`src/hdl/hfte_pkg.sv`:
```
// ----------------------------------------------------------------------------
// hfte_pkg
// Shared types and constants for the half-float trough estimator.
// ----------------------------------------------------------------------------
package hfte_pkg;

    localparam int unsigned HALF_W      = 16;
    localparam int unsigned MAG_W       = 40;
    localparam int unsigned TROUGH_W    = 43;
    localparam int unsigned INTERVAL_W  = 8;

    localparam int unsigned MAX_CASCADES = 4;

    localparam logic [INTERVAL_W-1:0] SCAN_INTERVAL_RESET = INTERVAL_W'(15);

    localparam logic [HALF_W-1:0] HALF_EXP_MASK = 16'h7C00;
    localparam logic [HALF_W-1:0] HALF_MAG_MASK = 16'h7FFF;
    localparam logic [HALF_W-1:0] HALF_SIGN_BIT = 16'h8000;

    // largest finite half magnitude, 2^-24 units
    localparam logic [TROUGH_W-1:0] HALF_MAX_FIXED = TROUGH_W'(2047) << 29;
    localparam logic [TROUGH_W-1:0] TROUGH_CAP =
        TROUGH_W'(MAX_CASCADES) * HALF_MAX_FIXED;

    localparam logic CMD_TICK  = 1'b0;
    localparam logic CMD_TEXEL = 1'b1;

    localparam logic KIND_DECISION = 1'b0;
    localparam logic KIND_TROUGH   = 1'b1;

    typedef struct packed {
        logic             neg_finite;
        logic             neg_inf;
        logic [MAG_W-1:0] mag;
    } hfte_decode_t;

endpackage

```
`src/hdl/hfte_in_if.sv`:
```
// ----------------------------------------------------------------------------
// hfte_in_if
// Input channel: frame ticks and height texels.
// ----------------------------------------------------------------------------
interface hfte_in_if;
    import hfte_pkg::*;

    logic              valid;
    logic              ready;
    logic              command;
    logic              tile_ready;
    logic [HALF_W-1:0] height_half;
    logic              last_of_cascade;
    logic              last_of_tile;

    modport source
    (
        output valid, command, tile_ready, height_half, last_of_cascade, last_of_tile,
        input  ready
    );

    modport sink
    (
        input  valid, command, tile_ready, height_half, last_of_cascade, last_of_tile,
        output ready
    );

endinterface

```
`src/hdl/hfte_out_if.sv`:
```
// ----------------------------------------------------------------------------
// hfte_out_if
// Result channel: scan decisions and trough estimates.
// ----------------------------------------------------------------------------
interface hfte_out_if;
    import hfte_pkg::*;

    logic                valid;
    logic                ready;
    logic                kind;
    logic                scan_now;
    logic [TROUGH_W-1:0] trough;
    logic                trough_infinite;

    modport source
    (
        output valid, kind, scan_now, trough, trough_infinite,
        input  ready
    );

    modport sink
    (
        input  valid, kind, scan_now, trough, trough_infinite,
        output ready
    );

endinterface

```
`src/hdl/half_float_trough_estimator_core.sv`:
```
// ----------------------------------------------------------------------------
// half_float_trough_estimator_core
// Scan scheduler and running-minimum trough estimator for binary16 heights.
// ----------------------------------------------------------------------------
// Usage:
//   in_ch  carries one word per frame tick (command 0) or height texel
//          (command 1). out_ch returns one word for every frame tick (the scan
//          decision) and one for every texel flagged last_of_tile (the trough
//          estimate); other texels give no word.
//   scan_interval_we / scan_interval_wdata load the scan interval register;
//   write it only while the block is idle.
//   Each word is captured in an input register and passes through a single
//   decode/compare/accumulate step into the result register, which drives
//   out_ch.valid. One word is accepted per cycle while out_ch does not stall
//   with a result held.
//   If out_ch stalls with a result held, the input register fills and
//   in_ch.ready drops; texels that give no result still drain.
//   Reset clears the cooldown, running minimum, sum and infinity flag, and
//   loads the scan interval with 15.
// ----------------------------------------------------------------------------
module half_float_trough_estimator_core
(
    input  logic                            clk,
    input  logic                            rst_n,
    input  logic                            scan_interval_we,
    input  logic [hfte_pkg::INTERVAL_W-1:0] scan_interval_wdata,
    hfte_in_if.sink                         in_ch,
    hfte_out_if.source                      out_ch
);
    import hfte_pkg::*;

    // input register
    logic              s1_valid_reg;
    logic              s1_valid_next;
    logic              command_reg;
    logic              tile_ready_reg;
    logic [HALF_W-1:0] height_half_reg;
    logic              last_of_cascade_reg;
    logic              last_of_tile_reg;

    // state
    logic [INTERVAL_W-1:0] scan_interval_reg;
    logic [INTERVAL_W-1:0] cooldown_reg;
    logic [INTERVAL_W-1:0] cooldown_next;
    logic [MAG_W-1:0]      deepest_reg;
    logic [MAG_W-1:0]      deepest_next;
    logic [TROUGH_W-1:0]   sum_reg;
    logic [TROUGH_W-1:0]   sum_next;
    logic                  infinite_reg;
    logic                  infinite_next;

    // result register
    logic                out_valid_reg;
    logic                out_valid_next;
    logic                kind_reg;
    logic                scan_now_reg;
    logic [TROUGH_W-1:0] trough_reg;
    logic                trough_infinite_reg;
    logic                kind_next;
    logic                scan_now_next;
    logic [TROUGH_W-1:0] trough_next;
    logic                trough_infinite_next;

    hfte_decode_t          dec;
    logic                  in_take;
    logic                  has_result;
    logic                  s1_adv;
    logic                  due;
    logic [MAG_W-1:0]      deepest_upd;
    logic                  infinite_upd;
    logic [TROUGH_W:0]     sum_raw;
    logic [TROUGH_W-1:0]   sum_fold;

    hfte_decode u_decode
    (
        .height_half (height_half_reg),
        .dec         (dec)
    );

    assign has_result    = (command_reg == CMD_TICK) || last_of_tile_reg;
    assign s1_adv        = s1_valid_reg && (!out_valid_reg || out_ch.ready || !has_result);
    assign in_ch.ready   = !s1_valid_reg || s1_adv;
    assign in_take       = in_ch.valid && in_ch.ready;
    assign s1_valid_next = in_take ? 1'b1 : (s1_adv ? 1'b0 : s1_valid_reg);

    assign due = (cooldown_reg == '0) && tile_ready_reg;

    assign deepest_upd  = (dec.neg_finite && (dec.mag > deepest_reg)) ? dec.mag : deepest_reg;
    assign infinite_upd = infinite_reg || dec.neg_inf;
    assign sum_raw      = {1'b0, sum_reg} + (TROUGH_W + 1)'(deepest_upd);
    assign sum_fold     = (sum_raw > {1'b0, TROUGH_CAP}) ? TROUGH_CAP : sum_raw[TROUGH_W-1:0];

    always_comb
    begin
        cooldown_next        = cooldown_reg;
        deepest_next         = deepest_reg;
        sum_next             = sum_reg;
        infinite_next        = infinite_reg;
        kind_next            = KIND_DECISION;
        scan_now_next        = 1'b0;
        trough_next          = '0;
        trough_infinite_next = 1'b0;
        if (command_reg == CMD_TICK)
        begin
            scan_now_next = due;
            if (due)
            begin
                cooldown_next = scan_interval_reg;
            end
            else if (cooldown_reg != '0)
            begin
                cooldown_next = cooldown_reg - INTERVAL_W'(1);
            end
        end
        else
        begin
            kind_next     = KIND_TROUGH;
            deepest_next  = deepest_upd;
            infinite_next = infinite_upd;
            if (last_of_cascade_reg || last_of_tile_reg)
            begin
                sum_next     = sum_fold;
                deepest_next = '0;
            end
            trough_next          = infinite_upd ? TROUGH_CAP : sum_fold;
            trough_infinite_next = infinite_upd;
            if (last_of_tile_reg)
            begin
                sum_next      = '0;
                infinite_next = 1'b0;
            end
        end
    end

    assign out_valid_next = (s1_adv && has_result) ? 1'b1 :
                            (out_ch.ready ? 1'b0 : out_valid_reg);

    always_ff @(posedge clk or negedge rst_n)
    begin
        if (!rst_n)
        begin
            s1_valid_reg      <= 1'b0;
            out_valid_reg     <= 1'b0;
            scan_interval_reg <= SCAN_INTERVAL_RESET;
            cooldown_reg      <= '0;
            deepest_reg       <= '0;
            sum_reg           <= '0;
            infinite_reg      <= 1'b0;
        end
        else
        begin
            s1_valid_reg  <= s1_valid_next;
            out_valid_reg <= out_valid_next;
            if (scan_interval_we)
            begin
                scan_interval_reg <= scan_interval_wdata;
            end
            if (s1_adv)
            begin
                cooldown_reg <= cooldown_next;
                deepest_reg  <= deepest_next;
                sum_reg      <= sum_next;
                infinite_reg <= infinite_next;
            end
        end
    end

    always_ff @(posedge clk)
    begin
        if (in_take)
        begin
            command_reg         <= in_ch.command;
            tile_ready_reg      <= in_ch.tile_ready;
            height_half_reg     <= in_ch.height_half;
            last_of_cascade_reg <= in_ch.last_of_cascade;
            last_of_tile_reg    <= in_ch.last_of_tile;
        end
        if (s1_adv && has_result)
        begin
            kind_reg            <= kind_next;
            scan_now_reg        <= scan_now_next;
            trough_reg          <= trough_next;
            trough_infinite_reg <= trough_infinite_next;
        end
    end

    assign out_ch.valid           = out_valid_reg;
    assign out_ch.kind            = kind_reg;
    assign out_ch.scan_now        = scan_now_reg;
    assign out_ch.trough          = trough_reg;
    assign out_ch.trough_infinite = trough_infinite_reg;

`ifndef NO_ASSERTIONS
    a_decision_clean: assert property (@(posedge clk) disable iff (!rst_n)
        (out_valid_reg && kind_reg == KIND_DECISION) |->
            (trough_reg == '0 && !trough_infinite_reg))
        else $error("scan decision carries trough data");

    a_estimate_no_scan: assert property (@(posedge clk) disable iff (!rst_n)
        (out_valid_reg && kind_reg == KIND_TROUGH) |-> !scan_now_reg)
        else $error("trough estimate carries scan_now");

    a_sum_capped: assert property (@(posedge clk) disable iff (!rst_n)
        sum_reg <= TROUGH_CAP)
        else $error("trough sum above cap");

    a_infinite_cap: assert property (@(posedge clk) disable iff (!rst_n)
        (out_valid_reg && trough_infinite_reg) |-> (trough_reg == TROUGH_CAP))
        else $error("infinite estimate not at cap");

    a_stall_holds_input: assert property (@(posedge clk) disable iff (!rst_n)
        (s1_valid_reg && !s1_adv) |=> s1_valid_reg)
        else $error("stalled word lost from input register");
`endif

endmodule

```
`src/hdl/hfte_decode.sv`:
```
// ----------------------------------------------------------------------------
// hfte_decode
// Classifies a binary16 height and decodes its magnitude to 2^-24 fixed point.
// ----------------------------------------------------------------------------
module hfte_decode
(
    input  logic [hfte_pkg::HALF_W-1:0] height_half,
    output hfte_pkg::hfte_decode_t      dec
);
    import hfte_pkg::*;

    logic [4:0] exp_field;
    logic [9:0] man_field;
    logic       negative;
    logic       exp_all_ones;

    assign exp_field    = height_half[14:10];
    assign man_field    = height_half[9:0];
    assign negative     = (height_half & HALF_SIGN_BIT) != '0;
    assign exp_all_ones = (height_half & HALF_EXP_MASK) == HALF_EXP_MASK;

    always_comb
    begin
        dec.neg_inf    = negative && exp_all_ones && (man_field == '0);
        dec.neg_finite = negative && !exp_all_ones && ((height_half & HALF_MAG_MASK) != '0);
        if (exp_field == '0)
        begin
            dec.mag = MAG_W'(man_field);   // subnormal
        end
        else
        begin
            dec.mag = MAG_W'({1'b1, man_field}) << (exp_field - 5'd1);
        end
    end

endmodule
```
`src/flat_wrapper.sv`:
```
// flat-port wrapper written by rule: the top's interface ports become plain ports
module half_float_trough_estimator_core_flat import hfte_pkg::*;
  (clk, rst_n, scan_interval_we, scan_interval_wdata, in_ch_valid, in_ch_command, in_ch_tile_ready, in_ch_height_half, in_ch_last_of_cascade, in_ch_last_of_tile, in_ch_ready, out_ch_valid, out_ch_kind, out_ch_scan_now, out_ch_trough, out_ch_trough_infinite, out_ch_ready);
  hfte_in_if in_ch_i ();
  hfte_out_if out_ch_i ();
  input  logic clk;
  input  logic rst_n;
  input  logic scan_interval_we;
  input  logic [hfte_pkg::INTERVAL_W-1:0] scan_interval_wdata;
  input wire logic [$bits(in_ch_i.valid)-1:0] in_ch_valid;
  input wire logic [$bits(in_ch_i.command)-1:0] in_ch_command;
  input wire logic [$bits(in_ch_i.tile_ready)-1:0] in_ch_tile_ready;
  input wire logic [$bits(in_ch_i.height_half)-1:0] in_ch_height_half;
  input wire logic [$bits(in_ch_i.last_of_cascade)-1:0] in_ch_last_of_cascade;
  input wire logic [$bits(in_ch_i.last_of_tile)-1:0] in_ch_last_of_tile;
  output wire logic [$bits(in_ch_i.ready)-1:0] in_ch_ready;
  output wire logic [$bits(out_ch_i.valid)-1:0] out_ch_valid;
  output wire logic [$bits(out_ch_i.kind)-1:0] out_ch_kind;
  output wire logic [$bits(out_ch_i.scan_now)-1:0] out_ch_scan_now;
  output wire logic [$bits(out_ch_i.trough)-1:0] out_ch_trough;
  output wire logic [$bits(out_ch_i.trough_infinite)-1:0] out_ch_trough_infinite;
  input wire logic [$bits(out_ch_i.ready)-1:0] out_ch_ready;
  assign in_ch_i.valid = in_ch_valid;
  assign in_ch_i.command = in_ch_command;
  assign in_ch_i.tile_ready = in_ch_tile_ready;
  assign in_ch_i.height_half = in_ch_height_half;
  assign in_ch_i.last_of_cascade = in_ch_last_of_cascade;
  assign in_ch_i.last_of_tile = in_ch_last_of_tile;
  assign in_ch_ready = in_ch_i.ready;
  assign out_ch_valid = out_ch_i.valid;
  assign out_ch_kind = out_ch_i.kind;
  assign out_ch_scan_now = out_ch_i.scan_now;
  assign out_ch_trough = out_ch_i.trough;
  assign out_ch_trough_infinite = out_ch_i.trough_infinite;
  assign out_ch_i.ready = out_ch_ready;
  half_float_trough_estimator_core u_core (.clk(clk), .rst_n(rst_n), .scan_interval_we(scan_interval_we), .scan_interval_wdata(scan_interval_wdata), .in_ch(in_ch_i), .out_ch(out_ch_i));
endmodule
```
`config.mk`:
```
export PLATFORM = sky130hd
export DESIGN_NAME = half_float_trough_estimator_core_flat
export DESIGN_NICKNAME = d
export VERILOG_FILES = /design/src/hdl/hfte_pkg.sv /design/src/hdl/hfte_in_if.sv /design/src/hdl/hfte_out_if.sv /design/src/hdl/half_float_trough_estimator_core.sv /design/src/hdl/hfte_decode.sv /design/src/flat_wrapper.sv
export SDC_FILE = /design/constraint.sdc
export NUM_CORES = 1
export LEC_CHECK = 0
export ABC_AREA = 1
export BUFFER_PORTS_ARGS = -buffer_cell sky130_fd_sc_hd__buf_2
export CAP_MARGIN = 30
export CORE_ASPECT_RATIO = 1.25
export CORE_MARGIN = 5
export CORE_UTILIZATION = 45
export DETAILED_ROUTE_END_ITERATION = 8
export SLEW_MARGIN = 20
export SYNTH_ARGS = -nofsm -noshare
export SYNTH_HDL_FRONTEND = slang
export SYNTH_SLANG_ARGS = --single-unit
```
`constraint.sdc`:
```
create_clock -name clk -period 14.8 [get_ports clk]
set_input_delay 0 -clock clk [delete_from_list [all_inputs] [get_ports clk]]
set_output_delay 0 -clock clk [all_outputs]
set_load 0.03 [all_outputs]
```
# Yosys cells after proc, flatten, opt, wreduce, memory -nomap -nowiden
# Index checks and enable logic that the tools add are counted.
# op_classes
n_mux	15
magnitude_cmp	2
n_eq_ne	1
reduce_logical	32
shift	1
addsub	3
n_bitwise	1
# op_table
cell	n
43-bit two-way mux	3
40-bit two-way mux	3
43-bit by 40-bit adder with 44-bit output	1
44-bit by 42-bit greater-than comparator with 1-bit output (second input constant)	1
42-bit two-way mux	1
40-bit greater-than comparator	1
11-bit by 5-bit << shifter with 40-bit output	1
8-bit two-way mux	2
16-bit nonzero test	1
10-bit zero test	1
1-bit logical AND	9
8-bit zero test	1
2-bit nonzero test	4
8-bit nonzero test	1
8-bit by 1-bit subtractor with 8-bit output (second input constant)	1
1-bit logical OR	6
1-bit two-way mux	6
3-bit AND reduction	2
5-bit == test (second input constant)	1
5-bit zero test	1
5-bit by 1-bit subtractor with 5-bit output (second input constant)	1
1-bit zero test	4
2-bit AND reduction	1
2-bit OR reduction	1
1-bit inverter	1
# totals
input_bits	33
wordCells	72
reg_bits	168

# Logic depth before layout (Yosys ltp)
# Gate-level depths: netlist of run 1.
# depth
ltp_word	11
mapped_depth	49

# Cells and area by module
# Synthesis of run 1 repeated with hierarchy kept, for this count alone.
# hier_totals
hier_cells	1967
area_unflattened_um2	12959.9
# by_module_without_submodules
module	seq_area_each_um2	cells_each	instances	area_per_inst_um2
half_float_trough_estimator_core	4539.4	1729	1	11812.6
hfte_decode	0.0	238	1	1147.4

# Worst setup path after synthesis of run 1
# OpenSTA, ideal clock, no wires.
# synth_timing
kind	flip-flop to flip-flop
startpoint	reg u_core.height_half_reg[10]
endpoint	reg u_core.trough_reg[34], in the netlist u_core.out_ch.trough[34] (data pin)
arrival_time_ps	5519
setup_ps	264
n_path_buf	3
required_ps	14536
slack_ps	9017
path_stages_with_launch	47
cell_sequence	edfxtp_1 > inv_2 > ha_1 > inv_1 > buf_1 > mux2i_1 > o21ai_0 > nand2_1 > o21ai_0 > a22oi_1 > inv_1 > ha_1 > a21oi_1 > o21a_1 > o211ai_1 > nand2_1 > nand4_1 > nand2_1 > (+11 left out) > nand3_1 > nand2_1 > nand2_1 > nand2_1 > nand2_1 > nand2_1 > nand2_1 > nand2_1 > inv_1 > nor2_1 > nand2_1 > nor2_1 > nand3_1 > nand2_2 > buf_4 > nand2_1 > nand2_1 > nand2_1
# synth_via
elab_chain_len	10
# synth_rtl
item	line_no	rtl
from (decl)	half_float_trough_estimator_core.sv:37	logic [HALF_W-1:0] height_half_reg;
from (signal assigned)	half_float_trough_estimator_core.sv:174	height_half_reg <= in_ch.height_half;
5-bit by 1-bit subtractor with 5-bit output / 5-bit == test (equally long branches)	hfte_decode.sv:32, hfte_decode.sv:20	
11-bit by 5-bit << shifter with 40-bit output / 1-bit zero test (equally long branches)	hfte_decode.sv:32, hfte_decode.sv:25	
40-bit two-way mux / 1-bit logical AND (equally long branches)	hfte_decode.sv:26, hfte_decode.sv:25	
40-bit greater-than comparator / 1-bit logical AND (equally long branches)	half_float_trough_estimator_core.sv:88, hfte_decode.sv:25	
1-bit logical AND	half_float_trough_estimator_core.sv:88	assign deepest_upd = (dec.neg_finite && (dec.mag > deepest_reg)) ? dec.mag : deepest_reg;
40-bit two-way mux	half_float_trough_estimator_core.sv:88	
43-bit by 40-bit adder with 44-bit output	half_float_trough_estimator_core.sv:90	assign sum_raw = {1'b0, sum_reg} + (TROUGH_W + 1)'(deepest_upd);
44-bit by 42-bit greater-than comparator with 1-bit output	half_float_trough_estimator_core.sv:91	assign sum_fold = (sum_raw > {1'b0, TROUGH_CAP}) ? TROUGH_CAP : sum_raw[TROUGH_W-1:0];
43-bit two-way mux	half_float_trough_estimator_core.sv:91	
42-bit two-way mux *	half_float_trough_estimator_core.sv:125	trough_next = infinite_upd ? TROUGH_CAP : sum_fold;
to (signal assigned)	half_float_trough_estimator_core.sv:182	trough_reg <= trough_next;
to (decl)	half_float_trough_estimator_core.sv:57	logic [TROUGH_W-1:0] trough_reg;
# Every way passes the cells marked *; elsewhere a longest branch is shown, timed or not.
# A chain may end at the register's enable or synchronous reset.

# Worst setup path after layout of run 1
# layout_timing
startpoint	reg u_core.height_half_reg[10]
endpoint	reg u_core.trough_reg[33], in the netlist u_core.out_ch.trough[33] (data pin)
# Same word-level chain as after synthesis.

==> results of run 1 <==
through the flow:
| step | worst slack, ns | instance area (um^2) |
|---|---|---|
| after detailed placement | 5.859 | 13910 |
| after floorplan | 9.017 | 13130 |
| after global placement | 5.981 | 13890 |
| after global routing | 5.054 | 14950 |
| final | 5.792 | 14950 |
| after CTS | 5.829 | 14910 |
worst min-delay path by stage:
| stage | start | to | slack (ns) | cells after the start |
|---|---|---|---|---|
| floorplan | rst_n | u_core.cooldown_reg[0] | -0.30 | 0 |
| global placement | rst_n | u_core.deepest_reg[3] | 0.03 | 1 |
| detailed placement | rst_n | u_core.deepest_reg[3] | 0.03 | 1 |
| CTS | rst_n | u_core.deepest_reg[3] | 0.09 | 2 |
| global route | rst_n | u_core.deepest_reg[3] | 0.12 | 2 |
| finish | rst_n | u_core.deepest_reg[3] | 0.09 | 2 |
repair_timing:
action                                 in CTS  in global routing
endpoints found under the hold margin      67                  0
hold buffers                               43                  0
gates resized for setup                     0                  0
cell families (layout without fill, tap and decap cells):
family | Yosys count | in the layout | synth area share [%]
adder cells (fa/ha/maj) | 86 | 86 | 8.254
flip-flops | 168 | 168 | 34.58
other | 1 | 1 | 0.02857
AO/OA/AOI/OAI | 190 | 190 | 7.949
AND/OR/NAND/NOR | 1159 | 1159 | 37.22
buffers and inverters | 357 | 474 | 10.42
XOR/XNOR | 9 | 9 | 0.6577
multiplexers | 11 | 11 | 0.8959
per-layer routing:
layer	wire length [um]	track usage, %	vias up
li1	-	-	6496
met1	17880	32.85	5862
met2	19910	43.32	297
met3	1513	2.526	58
met4	1263	8.660	0
met5	0	0	-
placed cells by master (no fill, tap or decap), drive strengths merged, types with 12 or more instances in the layout:
cell type    Yosys  layout
nand2          702     702
inv            303     312
nor2           190     190
nand3          144     144
dfrtp           98      98
buf             11      94
o21ai           91      91
ha              85      85
edfxtp          66      66
a21oi           55      55
dlygate4sd3      0      43
nand3b          42      42
and2            40      40
nand4           22      22
o22ai           18      18
clkbuf          41      18
nor3            12      12
area by class of cell:
class | instances | area (um^2) | share of cell area [%]
flip-flops and latches | 168 | 4539 | 30.36
well taps | 396 | 495.5 | 3.314
clock inverters | 14 | 137.6 | 0.9206
inverters | 305 | 1145 | 7.658
clock buffers | 18 | 429.2 | 2.871
multi-input cells | 1456 | 7232 | 48.37
repair buffers | 137 | 972.2 | 6.503
report_power, final:
group	internal (mW)	switching (mW)
Sequential	0.638	0.0656
Combinational	0.536	1.15
Clock	0.237	0.211
worst max-delay path, delay by kind of cell (launching register included):
kind / cells / cell delay [ns]
compound gates: 4 / 0.81
fa+ha+maj: 3 / 0.96
buf+inv: 6 / 1.50
flops: 1 / 0.74
simple gates: 27 / 4.67
==> metrics, run 1 <==
Crit. End Element flop; Initial Util between 40% and 50%; Via density a little over 5; warnings from Yosys 0; FF-to-FF setup slack 5.79 ns; Post-Route Utilization 51.57%; Power, Total 2.834 mW; Slew Limit Fails 0; Mapped Nets 2100; via count 12710; vias in the first global route 12460; Worst Tran Pin Value 0.8016 ns; WP data arrival 9.19 ns; Skew-Pair Late Insertion Delay 0.44 ns; Routed Antenna Nets 0; Worst R2R End u_core.out_ch.trough[33]; Setup CP Type reg2reg; fin crit share 60.87%; register area share after synthesis 34.58%; slew margin rel. 46.50%; detailed-placement wirelength estimate 31470 um; Placed Instances 2416; GPL Wtd Cong 0.9797; gr usage total 25.14%; cells after synthesis 1981; setup TNS 0 ns; status completed; critical path data required time 14.98 ns; Worst-path clk slew 0.07 ns; maximum fanout along the worst path 37; I/O pin cnt 81; cell area after synthesis 13130 um^2; final hold vios 0; Total Wirelength 40570 um; worst r2r src u_core.height_half_reg[10]; wire length per cell about 16 um; crit path to u_core.out_ch.trough[33]; CTS max path bufs 2; count of input and output buffers 80; fin nets 2204; Yosys top cell area share 20.04%; crit start category flop; CP max stage cell edfxtp_1; clock sink count 168; synth unique cells 48; most common cell type on the critical path nand2_1; Max stage delay on crit path 0.74 ns; Num CTS Buffers 17; chip height roughly 200 um; drt drc 0; ys async rst share 60.71%; f_max ~110 MHz; final critical-path required period 9.008 ns; final hold slack 0.08535 ns; top post-synthesis cells by area nand2_1 20%, dfrtp_1 19%, edfxtp_1 15%; Lkg Pwr 8.018 nW; total grt overflow 0; Rows 70; Layout area overhead 13.89%; RSZ-0062 raised after global routing false; Power Dens Cells roughly 190 nW/um^2; DRT iter0 DRCs between 900 and 1000; die area 32710 um^2; layout cell share with drive strength beyond 1 between 7 and 8%; # setup viols final 0; Core Area slightly below 30000 um^2; Final Skew 0.01057 ns; initial antenna violation count 0; Main synth FF type dfrtp_1; fill cell count 2960; FF+latch count, synth 168; global-route wire length before repair ~66000 um; EDFF count, synth 66; pin count of the biggest net entering global routing 66; die extent in x 162.8 um; Worst VDD drop 0.08612 mV; Hold WC Path Type in2async; first-pass iteration count of the detailed router 6; most frequent cell after synthesis nand2_1; Finished Layout Cells 2494; setup bufs post-CTS 0; Antenna Diode Count 0; TritonCTS clock tree built; CTS root buffer clkbuf_16; Mean Syn Cell Area 6.627 um^2; Post-synth top cells 701 x nand2_1, 302 x inv_1, 189 x nor2_1; start point of the critical path u_core.height_half_reg[10]; htree depth 4; area leader, netlist nand2_1; R2R depth 40; Max Cap Viol 0
(Power assumes the default switching activity.)
==> run 2: changes to the inputs <==
- clock period: 14.8 -> 8.2 ns (I/O delays scaled with it)
==> metrics, run 2 (synthesized netlist as in run 1, its figures left out) <==
status completed (unchanged); Comb pwr share 59.3% (about the same); initial antenna violation count 0 (unchanged); busiest grt layer met2 (unchanged); layout cell share with drive strength beyond 1 7.736% (was 7.102%); WP data arrival 7.86 ns (was 9.19 ns); # setup viols final 0 (unchanged); worst r2r src u_core.height_half_reg[10] (unchanged); drt drc 0 (unchanged); detailed-placement wirelength estimate 31120 um (was 31470 um); DRT iter0 DRCs 784 (was 902); CP max stage cell a22oi_1 (was edfxtp_1); Final Skew 0.01231 ns (was 0.01057 ns); FF-to-FF setup slack 0.63 ns (was 5.79 ns); Setup CP Type reg2reg (unchanged); first-pass iteration count of the detailed router 5 (was 6); pin count of the biggest net entering global routing 63 (was 66); Total Wirelength 39850 um (was 40570 um); Power Dens Cells 344.1 nW/um^2 (was 189.5 nW/um^2); die extent in x 162.8 um (unchanged); Routed Antenna Nets 0 (unchanged); Core Area 28990 um^2 (unchanged); setup TNS 0 ns (unchanged); CTS max path bufs 2 (unchanged); chip height 201.0 um (unchanged); most frequent cells in the layout 699 x nand2_1, 300 x inv_1, 186 x nor2_1 (was 701 x nand2_1, 301 x inv_1, 186 x nor2_1); Reg power frac 24.4% (was 24.8%); commonest non-fill, non-tap cell in the layout nand2_1 (unchanged); Hold WC Path Type in2async (unchanged); Num CTS Buffers 17 (unchanged); clock sink count 168 (unchanged); gr usage total 24.63% (was 25.14%); total grt overflow 0 (unchanged); Layout area overhead 14.94% (was 13.89%); Worst Tran Pin Value 0.8201 ns (was 0.8016 ns); grt met1 use 31.50% (was 32.85%); maximum fanout along the worst path 62 (was 37); met3 global-route usage 2.690% (was 2.526%); Via density 5.090 (was 5.097); Power, Total 5.192 mW (was 2.834 mW); Worst-path clk slew 0.07 ns (about the same); Initial Util 45.28% (unchanged); global-route wire length before repair 64320 um (was 65520 um); fin nets 2213 (was 2204); Clock power frac 16.3% (was 15.8%); GPL Wtd Cong 0.9720 (was 0.9797); Max Cap Viol 0 (unchanged); vias in the first global route 12440 (was 12460); CTS root buffer clkbuf_16 (unchanged); Antenna Diode Count 0 (unchanged); Slew Limit Fails 0 (unchanged); I/O pin cnt 81 (unchanged); Rows 70 (unchanged); critical path data required time 8.50 ns (was 14.98 ns); final critical-path required period 7.566 ns (was 9.008 ns); Lkg Pwr 8.081 nW (was 8.018 nW); Internal Power 2.605 mW (was 1.411 mW); R2R depth 45 (was 40); Worst R2R End u_core.out_ch.trough[30] (was u_core.out_ch.trough[33]); count of input and output buffers 80 (unchanged); Crit. End Element flop (unchanged); via count 12740 (was 12710); RSZ-0062 raised after global routing false (unchanged); slew margin rel. 44.91% (was 46.50%); htree depth 4 (unchanged); met2 Use GR 42.49% (was 43.32%); TritonCTS clock tree built (unchanged); die area 32710 um^2 (unchanged); Max stage delay on crit path 0.43 ns (was 0.74 ns); final hold slack 0.1747 ns (was 0.08535 ns); final hold vios 0 (unchanged); fin crit share 92.27% (was 60.87%); Skew-Pair Late Insertion Delay 0.45 ns (was 0.44 ns); Post-Route Utilization 52.05% (was 51.57%); f_max 132.2 MHz (was 111.0 MHz); Worst VDD drop 0.1562 mV (was 0.08612 mV); crit start category flop (unchanged); fill cell count 2943 (was 2960); wire length per cell 15.92 um (was 16.27 um); most common cell type on the critical path nand2_1 (unchanged); switching power 2.587 mW (was 1.422 mW); switch share 49.83% (was 50.20%)
[run 2: cell count changes in the layout (fill, tap and decap cells not counted), moves of 2 or more]
cell        change
clkbuf_16       +4
clkinv_2        -2
buf_4          +10
nand2_1         -2
clkinvlp_4      +2
buf_12          +2
inv_8           -2
[run 2: layer usage]
metal  wire (um)  up-vias
met4        1442        0
met2       19600      315
met5           0        -
li1            -     6514
met3        1569       74
met1       17240     5838
[run 2: worst max-delay path, delay by kind of cell, from the launching register on]
kind | cells | cell delay [ns]
simple gates | 27 | 3.47
buf+inv | 8 | 1.29
fa+ha+maj | 4 | 1.15
compound gates | 6 | 1.12
flops | 1 | 0.37
[run 2: layout make-up]
type	instances	area, um^2	share of cell area, %
clock buffer	21	525.5	3.483
clock inverter	11	91.34	0.6053
inverter	305	1149	7.612
multi-input combinational	1456	7246	48.02
sequential	168	4539	30.08
tap	396	495.5	3.284
timing repair buffer	146	1044	6.915
[run 2: power by group through the flow]
stage	Combinational, mW	Sequential, mW	Clock (mW)
floorplan	2.04	1.38	0
global placement	3.00	1.28	0
detailed placement	3.01	1.28	0
CTS	3.04	1.27	0.867
global route	3.46	1.29	0.904
finish	3.08	1.27	0.848
[run 2: how the worst max path moves through the flow]
stage	startpoint	endpoint	cells past startpoint
3_3_place_gp	u_core.height_half_reg[10]	u_core.out_ch.trough[30]	37
5_1_grt	u_core.height_half_reg[11]	u_core.out_ch.trough[16]	45
3_5_place_dp	u_core.height_half_reg[11]	u_core.out_ch.trough[30]	37
2_1_floorplan	u_core.height_half_reg[10]	u_core.out_ch.trough[34]	46
4_1_cts	u_core.height_half_reg[10]	u_core.out_ch.trough[30]	37
6_report	u_core.height_half_reg[10]	u_core.out_ch.trough[30]	45
[run 2: per-stage QoR]
step / std cells / worst slack [ns] / cell area (um^2)
after floorplan: 1981 / 2.417 / 13130
after global placement: 2425 / 0.2274 / 13990
after detailed placement: 2425 / 0.2559 / 13990
after CTS: 2500 / 0.2281 / 15040
after global routing: 2503 / 0.01929 / 15090
final: 2503 / 0.6342 / 15090
[run 2: timing repair]
item / in CTS / in global routing
hold endpoints to repair: 87 / 0
resized for setup: 0 / 6
endpoints found under the setup margin: 0 / 84
hold buffers: 43 / 0
buffers inserted: 0 / 2
==> run 3: changes to the inputs <==
- CORE_ASPECT_RATIO: 1.25 -> 0.75
==> metrics, run 3 (synthesized netlist as in run 1, its figures left out) <==
status completed (unchanged); Core Area 28920 um^2 (was 28990 um^2); Placed Instances 2422 (was 2425); most common cell type on the critical path nand2_1 (unchanged); commonest non-fill, non-tap cell in the layout nand2_1 (unchanged); crit start category flop (unchanged); WP data arrival 7.71 ns (was 7.86 ns); Power Dens Cells 341.9 nW/um^2 (was 344.1 nW/um^2); Via density 5.178 (was 5.090); fin crit share 91.53% (was 92.27%); Slew Limit Fails 0 (unchanged); slew margin rel. 42.96% (was 44.91%); RSZ-0062 raised after global routing false (unchanged); die extent in x 207.2 um (was 162.8 um); Worst-path clk slew 0.07 ns (about the same); total grt overflow 0 (unchanged); Power, Total 5.138 mW (was 5.192 mW); initial antenna violation count 1 (was 0); Worst Tran Pin Value 0.8478 ns (was 0.8201 ns); final critical-path required period 7.506 ns (was 7.566 ns); chip height 157.9 um (was 201.0 um); maximum fanout along the worst path 40 (was 62); Routed Antenna Nets 0 (unchanged); most frequent cells in the layout 701 x nand2_1, 301 x inv_1, 186 x nor2_1 (was 699 x nand2_1, 300 x inv_1, 186 x nor2_1); setup bufs post-CTS 0 (unchanged); Layout area overhead 14.47% (was 14.94%); # setup viols final 0 (unchanged); Skew-Pair Late Insertion Delay 0.47 ns (was 0.45 ns); Crit. End Element flop (unchanged); clock sink count 168 (unchanged); Max stage delay on crit path 0.40 ns (was 0.43 ns); Rows 54 (was 70); via count 12940 (was 12740); CTS max path bufs 2 (unchanged); CP max stage cell o21ai_0 (was a22oi_1); fill cell count 2985 (was 2943); Setup CP Type reg2reg (unchanged); fin nets 2213 (unchanged); Antenna Diode Count 0 (unchanged); DRT iter0 DRCs 956 (was 784); Finished Layout Cells 2499 (was 2503); start point of the critical path u_core.height_half_reg[11] (was u_core.height_half_reg[10]); die area 32720 um^2 (was 32710 um^2); first-pass iteration count of the detailed router 5 (unchanged); wire length per cell 16.65 um (was 15.92 um); I/O pin cnt 81 (unchanged); pin count of the biggest net entering global routing 60 (was 63); Max Cap Viol 0 (unchanged); f_max 133.2 MHz (was 132.2 MHz); global-route wire length before repair 64910 um (was 64320 um); final hold vios 0 (unchanged); Initial Util 45.40% (was 45.28%); critical path data required time 8.40 ns (was 8.50 ns); vias in the first global route 11830 (was 12440); CTS root buffer clkbuf_16 (unchanged); Final Skew 0.01785 ns (was 0.01231 ns); Hold WC Path Type in2async (unchanged); Total Wirelength 41610 um (was 39850 um); Num CTS Buffers 17 (unchanged); Lkg Pwr 8.064 nW (was 8.081 nW); Worst VDD drop 0.2119 mV (was 0.1562 mV); TritonCTS clock tree built (unchanged); count of input and output buffers 80 (unchanged); detailed-placement wirelength estimate 32200 um (was 31120 um); worst r2r src u_core.height_half_reg[11] (was u_core.height_half_reg[10]); setup TNS 0 ns (unchanged); layout cell share with drive strength beyond 1 7.499% (was 7.736%); drt drc 0 (unchanged); gr usage total 25.38% (was 24.63%); htree depth 4 (unchanged); GPL Wtd Cong 0.9820 (was 0.9720)
## run 3: cell types whose count changed in the layout (fill, tap and decap cells not counted), moves of 2 or more
| cell | delta |
|---|---|
| buf_4 | -2 |
| clkbuf_16 | -4 |
| clkbuf_8 | +3 |
| clkinvlp_4 | -2 |
| nand2_1 | +2 |
| o21ai_2 | -2 |
## run 3: metal layers
| metal | GRT usage (%) | wire length [um] | vias up |
|---|---|---|---|
| met2 | 37.84 | 17190 | 393 |
| met5 | 0 | 0 | - |
| met4 | 6.262 | 818 | 0 |
| met3 | 5.032 | 2675 | 51 |
| met1 | 38.04 | 20920 | 5985 |
| li1 | - | - | 6511 |
## run 3: power by group
group | internal (mW) | total [mW] | switching (mW) | leakage, nW
sequential | 1.15 | 1.28 | 0.128 | 1.99
combinational | 0.983 | 3.07 | 2.09 | 5.80
clock | 0.415 | 0.787 | 0.372 | 0.276
total | 2.55 | 5.14 | 2.59 | 8.06
## run 3: through the flow
step	area (um^2)	hold WS [ns]	setup WS, ns	utilization [%]
final	15030	0.1640	0.6943	51.96
after global routing	15030	0.2354	0.1775	51.96
after CTS	15000	0.1823	0.8921	51.88
after detailed placement	14020	0.1308	0.9474	48.47
after global placement	14000	0.1318	0.9263	48.40
after floorplan	13130	-0.2956	2.417	-
## run 3: layout make-up
class                      instances  area [um^2]  area share, %
multi-input combinational       1456         7244          48.21
sequential                       168         4539          30.21
inverter                         305         1145          7.619
timing repair buffer             146         1054          7.011
tap                              392        490.5          3.264
clock buffer                      21        470.5          3.131
clock inverter                    11        83.83         0.5579
## run 3: what timing repair did
action | CTS | global route
gates resized for setup | 0 | 0
hold buffers | 43 | 0
hold endpoints to repair | 81 | 0
## run 3: worst paths after layout
kind                                                  end  slack [ns]  cells after the start
worst max register to register   u_core.out_ch.trough[32]        0.69                     41
worst min-delay path                  u_core.out_ch.valid        0.16                      2
max in group asynchronous               u_core.sum_reg[5]        6.83                      3
min in group clk                u_core.height_half_reg[3]        0.24                      2
worst max-delay path             u_core.out_ch.trough[32]        0.69                     41
worst min register to register         u_core.sum_reg[33]        0.49                      2
## run 3: critical path: cells and delay by family (launching register included)
family                     cells  cell delay (ns)
AOI/OAI and AO/OA              4             0.98
adders and majority gates      3             1.09
buffers and inverters          7             1.09
DFF                            1             0.35
muxes                          1             0.15
and+or+nand+nor               26             3.57
